<file path="config.mk">
export PLATFORM = sky130hd
export DESIGN_NAME = bounded_fifo_with_stats
export DESIGN_NICKNAME = d
export VERILOG_FILES = /design/src/rtl/bfs_pkg.sv /design/src/rtl/bfs_cell.sv /design/src/rtl/bounded_fifo_with_stats.sv
export VERILOG_INCLUDE_DIRS = /design/src /design/src/rtl
export SDC_FILE = /design/constraint.sdc
export NUM_CORES = 1
export LEC_CHECK = 0
export ABC_AREA = 1
export BUFFER_PORTS_ARGS = -buffer_cell sky130_fd_sc_hd__buf_2
export CELL_PAD_IN_SITES_DETAIL_PLACEMENT = 0
export CELL_PAD_IN_SITES_GLOBAL_PLACEMENT = 2
export CORE_UTILIZATION = 39
export DETAILED_ROUTE_END_ITERATION = 8
export PLACE_DENSITY_LB_ADDON = 0.25
export SYNTH_ARGS = -nofsm -noshare
export SYNTH_HDL_FRONTEND = slang
export SYNTH_SLANG_ARGS = --single-unit
</file>
<file path="constraint.sdc">
create_clock -name i_clk -period 3.8 [get_ports i_clk]
set_input_delay 0.76 -clock i_clk [delete_from_list [all_inputs] [get_ports i_clk]]
set_output_delay 0.76 -clock i_clk [all_outputs]
set_load 0.01 [all_outputs]
</file>
<file path="src/rtl/bounded_fifo_with_stats_defines.svh">
// Assertion macros shared by the bounded queue RTL.
`ifndef BOUNDED_FIFO_WITH_STATS_DEFINES_SVH
`define BOUNDED_FIFO_WITH_STATS_DEFINES_SVH

`ifndef SYNTHESIS

// Same-cycle implication, checked outside reset.
`define BFS_ASSERT_NOW(label, clk, rst_n, ante, cons) \
    label: assert property (@(posedge clk) disable iff (!rst_n) (ante) |-> (cons)) \
        else $error("bfs assertion failed");

// Next-cycle implication, checked outside reset.
`define BFS_ASSERT_NEXT(label, clk, rst_n, ante, cons) \
    label: assert property (@(posedge clk) disable iff (!rst_n) (ante) |=> (cons)) \
        else $error("bfs assertion failed");

`else

`define BFS_ASSERT_NOW(label, clk, rst_n, ante, cons)
`define BFS_ASSERT_NEXT(label, clk, rst_n, ante, cons)

`endif

`endif

</file>
<file path="src/rtl/bfs_pkg.sv">
// Package: shared constants, opcodes and cell control type for the bounded queue.
`timescale 1ns / 1ps
package bfs_pkg;

    localparam int DEPTH_DEFAULT      = 16;
    localparam int DATA_WIDTH_DEFAULT = 32;
    localparam int CFG_W              = 5;
    localparam int CNT_W              = 32;

    localparam logic [CFG_W-1:0] MAX_ENTRIES_RESET = CFG_W'(16);

    typedef enum logic {
        OP_ADD = 1'b0,
        OP_GET = 1'b1
    } t_op;

    typedef struct packed {
        logic push;
        logic pop;
    } t_cell_ctrl;

endpackage

</file>
<file path="src/rtl/bfs_cell.sv">
// One storage cell of the shifting queue chain.
`timescale 1ns / 1ps
module bfs_cell #(
    parameter int DATA_WIDTH = 32,
    parameter int FILL_W     = 5,
    parameter int INDEX      = 0
) (
    input  logic                    i_clk,
    input  bfs_pkg::t_cell_ctrl     i_ctrl,
    input  logic [FILL_W-1:0]       i_fill,
    input  logic [DATA_WIDTH-1:0]   i_push_data,
    input  logic [DATA_WIDTH-1:0]   i_next_data,
    output logic [DATA_WIDTH-1:0]   o_data
);
    import bfs_pkg::*;

    logic [DATA_WIDTH-1:0] r_data;
    logic                  w_is_tail;

    // this cell is the first free slot
    assign w_is_tail = (i_fill == FILL_W'(INDEX));

    always_ff @(posedge i_clk) begin
        if (i_ctrl.push && w_is_tail) begin
            r_data <= i_push_data;
        end else if (i_ctrl.pop) begin
            r_data <= i_next_data;
        end
    end

    assign o_data = r_data;

endmodule

</file>
<file path="src/rtl/bounded_fifo_with_stats.sv">
// Top level: bounded queue built as a chain of shifting cells, with usage counters.
// The result strobes in the cycle after start is taken.
// Throughput: one item per cycle; busy is low out of reset, the chain shifts or loads in one step.
// The configuration write is taken in any cycle out of reset and is registered into the limit.
// Reset (synchronous, active low) clears fill level, counters and the limit (to 16) and holds
// busy high; cell contents are not reset. The receiver cannot stall the result.
`timescale 1ns / 1ps
`include "bounded_fifo_with_stats_defines.svh"
module bounded_fifo_with_stats #(
    parameter int DEPTH      = bfs_pkg::DEPTH_DEFAULT,
    parameter int DATA_WIDTH = bfs_pkg::DATA_WIDTH_DEFAULT,
    parameter int FILL_W     = $clog2(DEPTH + 1)
) (
    input  logic                          i_clk,
    input  logic                          i_rst_n,
    // command channel
    input  logic                          start,
    output logic                          busy,
    input  logic                          i_operation,
    input  logic signed [DATA_WIDTH-1:0]  i_value_in,
    // result channel
    output logic                          o_result_valid,
    output logic                          o_ok,
    output logic signed [DATA_WIDTH-1:0]  o_value_out,
    output logic [FILL_W-1:0]             o_occupancy,
    output logic [bfs_pkg::CNT_W-1:0]     o_add_tries,
    output logic [bfs_pkg::CNT_W-1:0]     o_get_tries,
    output logic [bfs_pkg::CNT_W-1:0]     o_adds_done,
    output logic [bfs_pkg::CNT_W-1:0]     o_gets_done,
    // configuration channel
    input  logic                          i_cfg_valid,
    output logic                          o_cfg_ready,
    input  logic [bfs_pkg::CFG_W-1:0]     i_cfg_data
);
    import bfs_pkg::*;

    localparam int CMP_W = (FILL_W > CFG_W) ? FILL_W : CFG_W;

    logic [CFG_W-1:0]      r_max_entries;
    logic [FILL_W-1:0]     r_fill, n_fill;
    logic [CNT_W-1:0]      r_add_tries, n_add_tries;
    logic [CNT_W-1:0]      r_get_tries, n_get_tries;
    logic [CNT_W-1:0]      r_adds_done, n_adds_done;
    logic [CNT_W-1:0]      r_gets_done, n_gets_done;
    logic                  r_result_valid;
    logic                  r_ok, n_ok;
    logic [DATA_WIDTH-1:0] r_value_out, n_value_out;

    logic                  w_accept;
    logic                  w_is_add;
    logic                  w_can_add;
    logic                  w_can_get;
    t_cell_ctrl            w_ctrl;
    logic [DATA_WIDTH-1:0] w_cell_data [DEPTH];

    // Commands never stall; hold both ports off only while in reset.
    assign busy        = !i_rst_n;
    assign o_cfg_ready = i_rst_n;
    assign w_accept    = start && !busy;
    assign w_is_add    = (t_op'(i_operation) == OP_ADD);

    // Room left: below the physical depth and below the programmed limit.
    assign w_can_add = (r_fill < FILL_W'(DEPTH)) &&
                       (CMP_W'(r_fill) < CMP_W'(r_max_entries));
    assign w_can_get = (r_fill != '0);

    assign w_ctrl.push = w_accept && w_is_add && w_can_add;
    assign w_ctrl.pop  = w_accept && !w_is_add && w_can_get;

    // Cell 0 holds the oldest item; a pop shifts every cell one place
    // towards the head, a push loads the cell at the current fill level.
    for (genvar g = 0; g < DEPTH; g++) begin : g_cell
        logic [DATA_WIDTH-1:0] w_next;
        if (g == DEPTH - 1) begin : g_last
            assign w_next = w_cell_data[g];
        end else begin : g_mid
            assign w_next = w_cell_data[g + 1];
        end
        bfs_cell #(
            .DATA_WIDTH (DATA_WIDTH),
            .FILL_W     (FILL_W),
            .INDEX      (g)
        ) u_cell (
            .i_clk       (i_clk),
            .i_ctrl      (w_ctrl),
            .i_fill      (r_fill),
            .i_push_data (i_value_in),
            .i_next_data (w_next),
            .o_data      (w_cell_data[g])
        );
    end

    // Next state of fill level, counters and the result fields.
    always_comb begin
        n_fill      = r_fill;
        n_add_tries = r_add_tries;
        n_get_tries = r_get_tries;
        n_adds_done = r_adds_done;
        n_gets_done = r_gets_done;
        n_ok        = 1'b0;
        n_value_out = '0;
        if (w_accept) begin
            if (w_is_add) begin
                n_add_tries = r_add_tries + 1'b1;
                if (w_can_add) begin
                    n_fill      = r_fill + 1'b1;
                    n_adds_done = r_adds_done + 1'b1;
                    n_ok        = 1'b1;
                end
            end else begin
                n_get_tries = r_get_tries + 1'b1;
                if (w_can_get) begin
                    n_fill      = r_fill - 1'b1;
                    n_gets_done = r_gets_done + 1'b1;
                    n_ok        = 1'b1;
                    n_value_out = w_cell_data[0];
                end
            end
        end
    end

    // Control state and counters.
    always_ff @(posedge i_clk) begin
        if (!i_rst_n) begin
            r_max_entries  <= MAX_ENTRIES_RESET;
            r_fill         <= '0;
            r_add_tries    <= '0;
            r_get_tries    <= '0;
            r_adds_done    <= '0;
            r_gets_done    <= '0;
            r_result_valid <= 1'b0;
        end else begin
            if (i_cfg_valid && o_cfg_ready) begin
                r_max_entries <= i_cfg_data;
            end
            r_fill         <= n_fill;
            r_add_tries    <= n_add_tries;
            r_get_tries    <= n_get_tries;
            r_adds_done    <= n_adds_done;
            r_gets_done    <= n_gets_done;
            r_result_valid <= w_accept;
        end
    end

    // Result payload: hold only what is not already a state register.
    always_ff @(posedge i_clk) begin
        r_ok        <= n_ok;
        r_value_out <= n_value_out;
    end

    assign o_result_valid = r_result_valid;
    assign o_ok           = r_ok;
    assign o_value_out    = r_value_out;
    assign o_occupancy    = r_fill;
    assign o_add_tries    = r_add_tries;
    assign o_get_tries    = r_get_tries;
    assign o_adds_done    = r_adds_done;
    assign o_gets_done    = r_gets_done;

    // Checks
    `BFS_ASSERT_NOW(a_fill_bound, i_clk, i_rst_n, 1'b1, r_fill <= FILL_W'(DEPTH))
    `BFS_ASSERT_NEXT(a_push_grows, i_clk, i_rst_n, w_ctrl.push, r_fill == $past(r_fill) + 1'b1)
    `BFS_ASSERT_NOW(a_fail_zero, i_clk, i_rst_n, o_result_valid && !o_ok, o_value_out == '0)
    `BFS_ASSERT_NEXT(a_one_result, i_clk, i_rst_n, w_accept, o_result_valid)

endmodule
</file>
Yosys cells after proc, flatten, opt, wreduce, memory -nomap -nowiden. Index checks and enable logic that the tools add are counted.

Word-level logic and storage cells: 133. Register bits: 684. Output and inout bits: 169.

Bitwise operators: 1. Eq/ne operators: 16. Order comparisons: 2. Mux-type cells: 36. $add $sub $neg: 6. Reduce and logical (&&, ||, !) cells: 47.

Operators with widths (count): two-way mux 32 bit (30); adder 32 x 1 -> 32 bit (second input constant) (4); == test 5 x 4 -> 1 bit (second input constant) (8); nonzero test 2 bit (16); logical AND 1 bit (23); == test 5 x 3 -> 1 bit (second input constant) (4); two-way mux 5 bit (3); == test 5 x 2 -> 1 bit (second input constant) (2); AND reduction 3 bit (3); adder 5 x 1 -> 5 bit (second input constant) (1); == test 5 x 1 -> 1 bit (second input constant) (1); zero test 5 bit (1); < comparator 5 bit (1); < comparator 5 bit (second input constant) (1); nonzero test 5 bit (1); subtractor 5 x 1 -> 5 bit (second input constant) (1); AND reduction 2 bit (2); two-way mux 1 bit (3); inequality test 2 x 1 -> 1 bit (second input constant) (1); zero test 1 bit (1); NOT 1 bit (1).

Depth between registers and ports, before layout.
Word-level depth: 5. Depth in mapped cells: 13.

Hierarchy. Synthesis repeated with hierarchy kept, for this count alone.

Cells, all modules: 3641. Area total of the unflattened synthesis: 32718.9 µm².

By module, submodules not included: bounded_fifo_with_stats (instances 1, area each 8359.3 µm², cells each 1261); bfs_cell (g_cell[1].u_cell ...) (instances 4, area each 1530.2 µm², cells each 151); bfs_cell (g_cell[11].u_cell ...) (instances 4, area each 1527.7 µm², cells each 149); bfs_cell (g_cell[10].u_cell ...) (instances 4, area each 1516.5 µm², cells each 148); bfs_cell (g_cell[12].u_cell ...) (instances 2, area each 1539.0 µm², cells each 148); bfs_cell (g_cell[0].u_cell) (instances 1, area each 1542.7 µm², cells each 147); bfs_cell (g_cell[15].u_cell) (instances 1, area each 1441.4 µm², cells each 145).

Worst setup path before layout. OpenSTA, ideal clock, no wires.

Path type: input -> register. From: in i_operation. To: reg g_cell[15].u_cell.r_data[0], enable pin. Stages: 7. Data arrival time: 2918 ps. Path buffers: 2. Slack: 461 ps. Library setup time: 421 ps. Cells stage by stage: buf_6 inv_4 nand3_4 nor2_4 nand4_4 clkbuf_1 nor2_1.

Cells in the longest elaborated chain, start to end: 4.

Ends and longest elaborated chain: start: declaration (line bounded_fifo_with_stats.sv:19) `input logic i_operation,`; NOT 1 bit (no line); logical AND 1 bit (2 in a row) (line bounded_fifo_with_stats.sv:67) `assign w_ctrl.push = w_accept && w_is_add && w_can_add;`; logical AND 1 bit (line bfs_cell.sv:24) `if (i_ctrl.push && w_is_tail) begin`; end signal: assignment (line bfs_cell.sv:25) `r_data <= i_push_data;`; end signal: assignment (line bfs_cell.sv:27) `r_data <= i_next_data;`; end: declaration (line bfs_cell.sv:17) `logic [DATA_WIDTH-1:0] r_data;`.

No other way between the ends. A chain may end at the register's enable or synchronous reset.

Worst setup path in the final report.
From: reg r_fill[2] (netlist: o_occupancy[2]). To: reg g_cell[3].u_cell.r_data[15], enable pin.

Cells in the longest elaborated chain, start to end: 5. Elaborated cells between the ends (all ways): 9.

Ends and longest elaborated chain: start: declaration (line bounded_fifo_with_stats.sv:40) `logic [FILL_W-1:0] r_fill, n_fill;`; start signal: assignment (line bounded_fifo_with_stats.sv:136) `r_fill <= n_fill;`; < comparator 5 bit, on equally long branches (line bounded_fifo_with_stats.sv:63, bounded_fifo_with_stats.sv:64); logical AND 1 bit (line bounded_fifo_with_stats.sv:63) `assign w_can_add = (r_fill < FILL_W'(DEPTH)) &&`; logical AND 1 bit (line bounded_fifo_with_stats.sv:67); logical AND 1 bit (line bfs_cell.sv:24); nonzero test 2 bit (no line) *; end signal: assignment (line bfs_cell.sv:25); end signal: assignment (line bfs_cell.sv:27); end: declaration (line bfs_cell.sv:17).

Every way passes the cells marked *; elsewhere a longest branch is shown, timed or not.

==> run_results.csv <==
group,metric,value,unit
finish,multiInputGateArea,0.00873,mm^2
routing,vias,21600,
pwr,leakage,13.5,nW
pwr,peakVddDrop,0.328,mV
timing,setup_tns,0,ps
job,drv_cap,0,
timing,maxSlewHeadroom,42.7,%
run_status,status,"finished, final reports clean",
logic_synthesis,yosys-top-cells-area,"edfxtp_1 52%, dfxtp_1 12%, nand2_1 11%",
timing,finalHoldViolations,0,
clock_tree,htree_levels,3,
routing,viasPerCell,5.10,
timing,tightestPinTransition,859,ps
global_route,antenna_found_initial,7,
logic_synthesis,synth_nets,3082,
logic_synthesis,netlist.area_leader.share,52.0,%
clock_tree,root_buffer,"clkbuf_16",
clock_tree,cts_tree,"done",
finish,area_growth_syn_to_layout,13.7,%
finish,fillCellCount,7211,
clock_tree,cts-hold-fix-buffers,0,
logic_synthesis,yosys.area.top_type,"edfxtp_1",
floorplanning,dieArea,0.0769,mm^2
global_route,grt_pass1_vias,20800,
placed_design,dpl.hpwl,50.5,mm
clock_tree,cts_buffers,79,
clock_tree,clock-sinks,684,
timing,setup_violations,0,
timing,final_max_slew_viol_count,0,
worst_setup_path,cp.required,4070,ps
logic_synthesis,ys_warn_count,0,
worst_setup_path,cp_slowest_cell,"dfxtp_1",
logic_synthesis,ys_seq_area_share,63.6,%
timing,period_minus_slack,2790,ps
floorplanning,num_rows,100,
logic_synthesis,synthDistinctLibCells,40,
global_route,grt_pass1_wl,118,mm
worst_setup_path,startpoint_type,"flip-flop",
worst_setup_path,cp.arrival,3060,ps
logic_synthesis,async_flop_share,0,%
finish,final_common_cell,"nand2_1",
pwr,powerDensity,492,mW/mm^2
routing,routedWlPerCell,17.8,um
clock_tree,clock_latency,620,ps
finish,layout_common_cells,"826 x nand2_1, 512 x edfxtp_1, 335 x o21ai_1",
finish,final_nets,3246,
finish,final_util,45.0,%
worst_setup_path,cp.buffers_inverters,2,
clock_tree,cts.clk_slew.worst_paths,60,ps
global_route,grt_usage,19.4,%
worst_setup_path,cp_cell_sequence,"ha_1 -> nand2_1 -> nand2_1 -> nand2_1 -> nand3_4 -> nor2_8 -> buf_4 -> nand3_2 -> nand2_1 -> buf_4",
routing,wirelength,75.1,mm
floorplanning,ios,211,
routing,dr.pass1.iters,5,
timing,fin_crit_sh,73.5,%
finish,layout-drive-gt1-share,12.5,%
global_route,grt_max_degree,65,
logic_synthesis,avgSynthCellArea,9.77,um^2
floorplanning,die_h,277,um
worst_setup_path,cp-end-kind,"flip-flop",
clock_tree,postCtsSetupBuffers,0,
worst_setup_path,path_class,"reg -> reg",
routing,drc,0,
logic_synthesis,synth_edf_count,512,
logic_synthesis,syn_inst,3026,
timing,skew,25.3,ps
placed_design,portBuffers,210,
logic_synthesis,synth-main-ff-cell,"edfxtp_1",
logic_synthesis,syn-cell-area,0.0296,mm^2
worst_setup_path,crit_family,"buffers and inverters",
worst_setup_path,cpPeakStageDelay,490,ps
placed_design,gp_congestion,0.852,
timing,clock.fmax,358,MHz
worst_setup_path,reg2reg_slack,1010,ps
timing,grt_setup_unrepaired,"false",
routing,drt-initial-drc-count,1266,
routing,detail-route-antenna-nets,0,
finish,layout.area.seq,0.0188,mm^2
floorplanning,core,0.0747,mm^2
clock_tree,cts_buffer_depth,3,
floorplanning,die-width,277,um
global_route,grt-ovfl-total,0,
logic_synthesis,ys_ff_latch,684,
clock_tree,cts_resized,0,
hold_path,min_path_type,"in -> reg",
worst_setup_path,cp_max_fo,39,
worst_setup_path,path_common_cell,"nand2_1",
floorplanning,initial_core_util,39.6,%
## sequential cells by signal (all words and copies together) (netlist names)
register,count
g_cell.u_cell.o_data,512
o_add_tries,32
o_adds_done,32
o_get_tries,32
o_gets_done,32
o_occupancy,5
o_ok,1
o_result_valid,1
o_value_out,32
r_max_entries,5
## logic make-up (layout without fill, tap and decap cells)
logic type | count (synthesis) | in the layout | synth area share (%)
AOI/OAI and AO/OA | 595 | 595 | 10.2
xor gates and xnor gates | 15 | 15 | 0.444
adders and majority gates | 14 | 14 | 0.592
buffers and inverters | 408 | 638 | 6.92
DFF | 684 | 684 | 63.6
other | 0 | 2 | 0
and+or+nand+nor | 1310 | 1310 | 18.2
## final timing paths
path / cells past startpoint / from / end
hold reg to reg: 2 / g_cell[0].u_cell.o_data[4] / o_value_out[4]
setup reg to reg: 10 / o_occupancy[2] / g_cell[3].u_cell.o_data[15]
hold / removal: 1 / i_value_in[12] / g_cell[15].u_cell.o_data[12]
setup / recovery: 10 / o_occupancy[2] / g_cell[3].u_cell.o_data[15]
## synth_stat cells, types with 3 or more instances
library cell,instances
nand3_1,88
nor2_1,279
nand2_1,835
nor3b_1,5
edfxtp_1,512
buf_2,31
inv_1,237
clkbuf_1,58
xor2_1,14
a211oi_1,6
o21a_1,5
buf_4,18
and3_1,3
nand3_2,7
a21oi_1,56
nor2_4,4
dfxtp_1,172
nor3_1,30
ha_1,14
nand3b_1,5
o21ai_1,335
buf_1,5
and2_1,3
nand4_1,35
buf_6,54
o21ai_0,190
nand3_4,3
nor2_2,6
inv_2,4
## per-stage QoR
step           instances  total power, W  hold slack (ps)  area [um^2]  setup slack [ps]
3_5_place_dp        4078         0.00924              458        31000               788
4_1_cts             4225          0.0167              266        33600              1010
3_3_place_gp        4078         0.00923              453        31000               849
6_report            4227          0.0165              307        33600              1010
5_1_grt             4227          0.0171              277        33600               796
2_1_floorplan       3026         0.00894              439        29600               461
## worst reg2reg max path: stages, from the launching register on
cell     delay (ps)
dfxtp_1         490
ha_1            300
nand2_1          70
nand2_1          50
nand2_1         160
nand3_4         120
nor2_8          200
buf_4           420
nand3_2         120
nand2_1          80
buf_4           400
## cell type report
cell class | count | area share, %
clock buffer | 109 | 6.55
tap | 969 | 3.61
antenna | 2 | 0.0149
multi-input combinational | 1934 | 26.0
sequential | 684 | 56.0
inverter | 242 | 2.71
timing repair buffer | 249 | 4.04
clock inverter | 38 | 1.10
## power breakdown
group	internal [W]	leakage, nW	switching [W]
registers	0.00826	6.03	0.0000720
logic	0.000181	6.24	0.000553
clock network	0.00431	1.26	0.00315
total	0.0128	13.5	0.00377
## per-layer routing
metal	share of wire [%]	track usage (%)	routed length [um]	up-vias
met5	0.057	0	43	-
met2	49	32.8	36500	451
li1	-	-	-	10500
met3	4.8	3.78	3640	119
met1	44	25.3	33200	10500
met4	2.4	5.75	1800	10
Note: power is estimated with default switching activity, not from simulation.
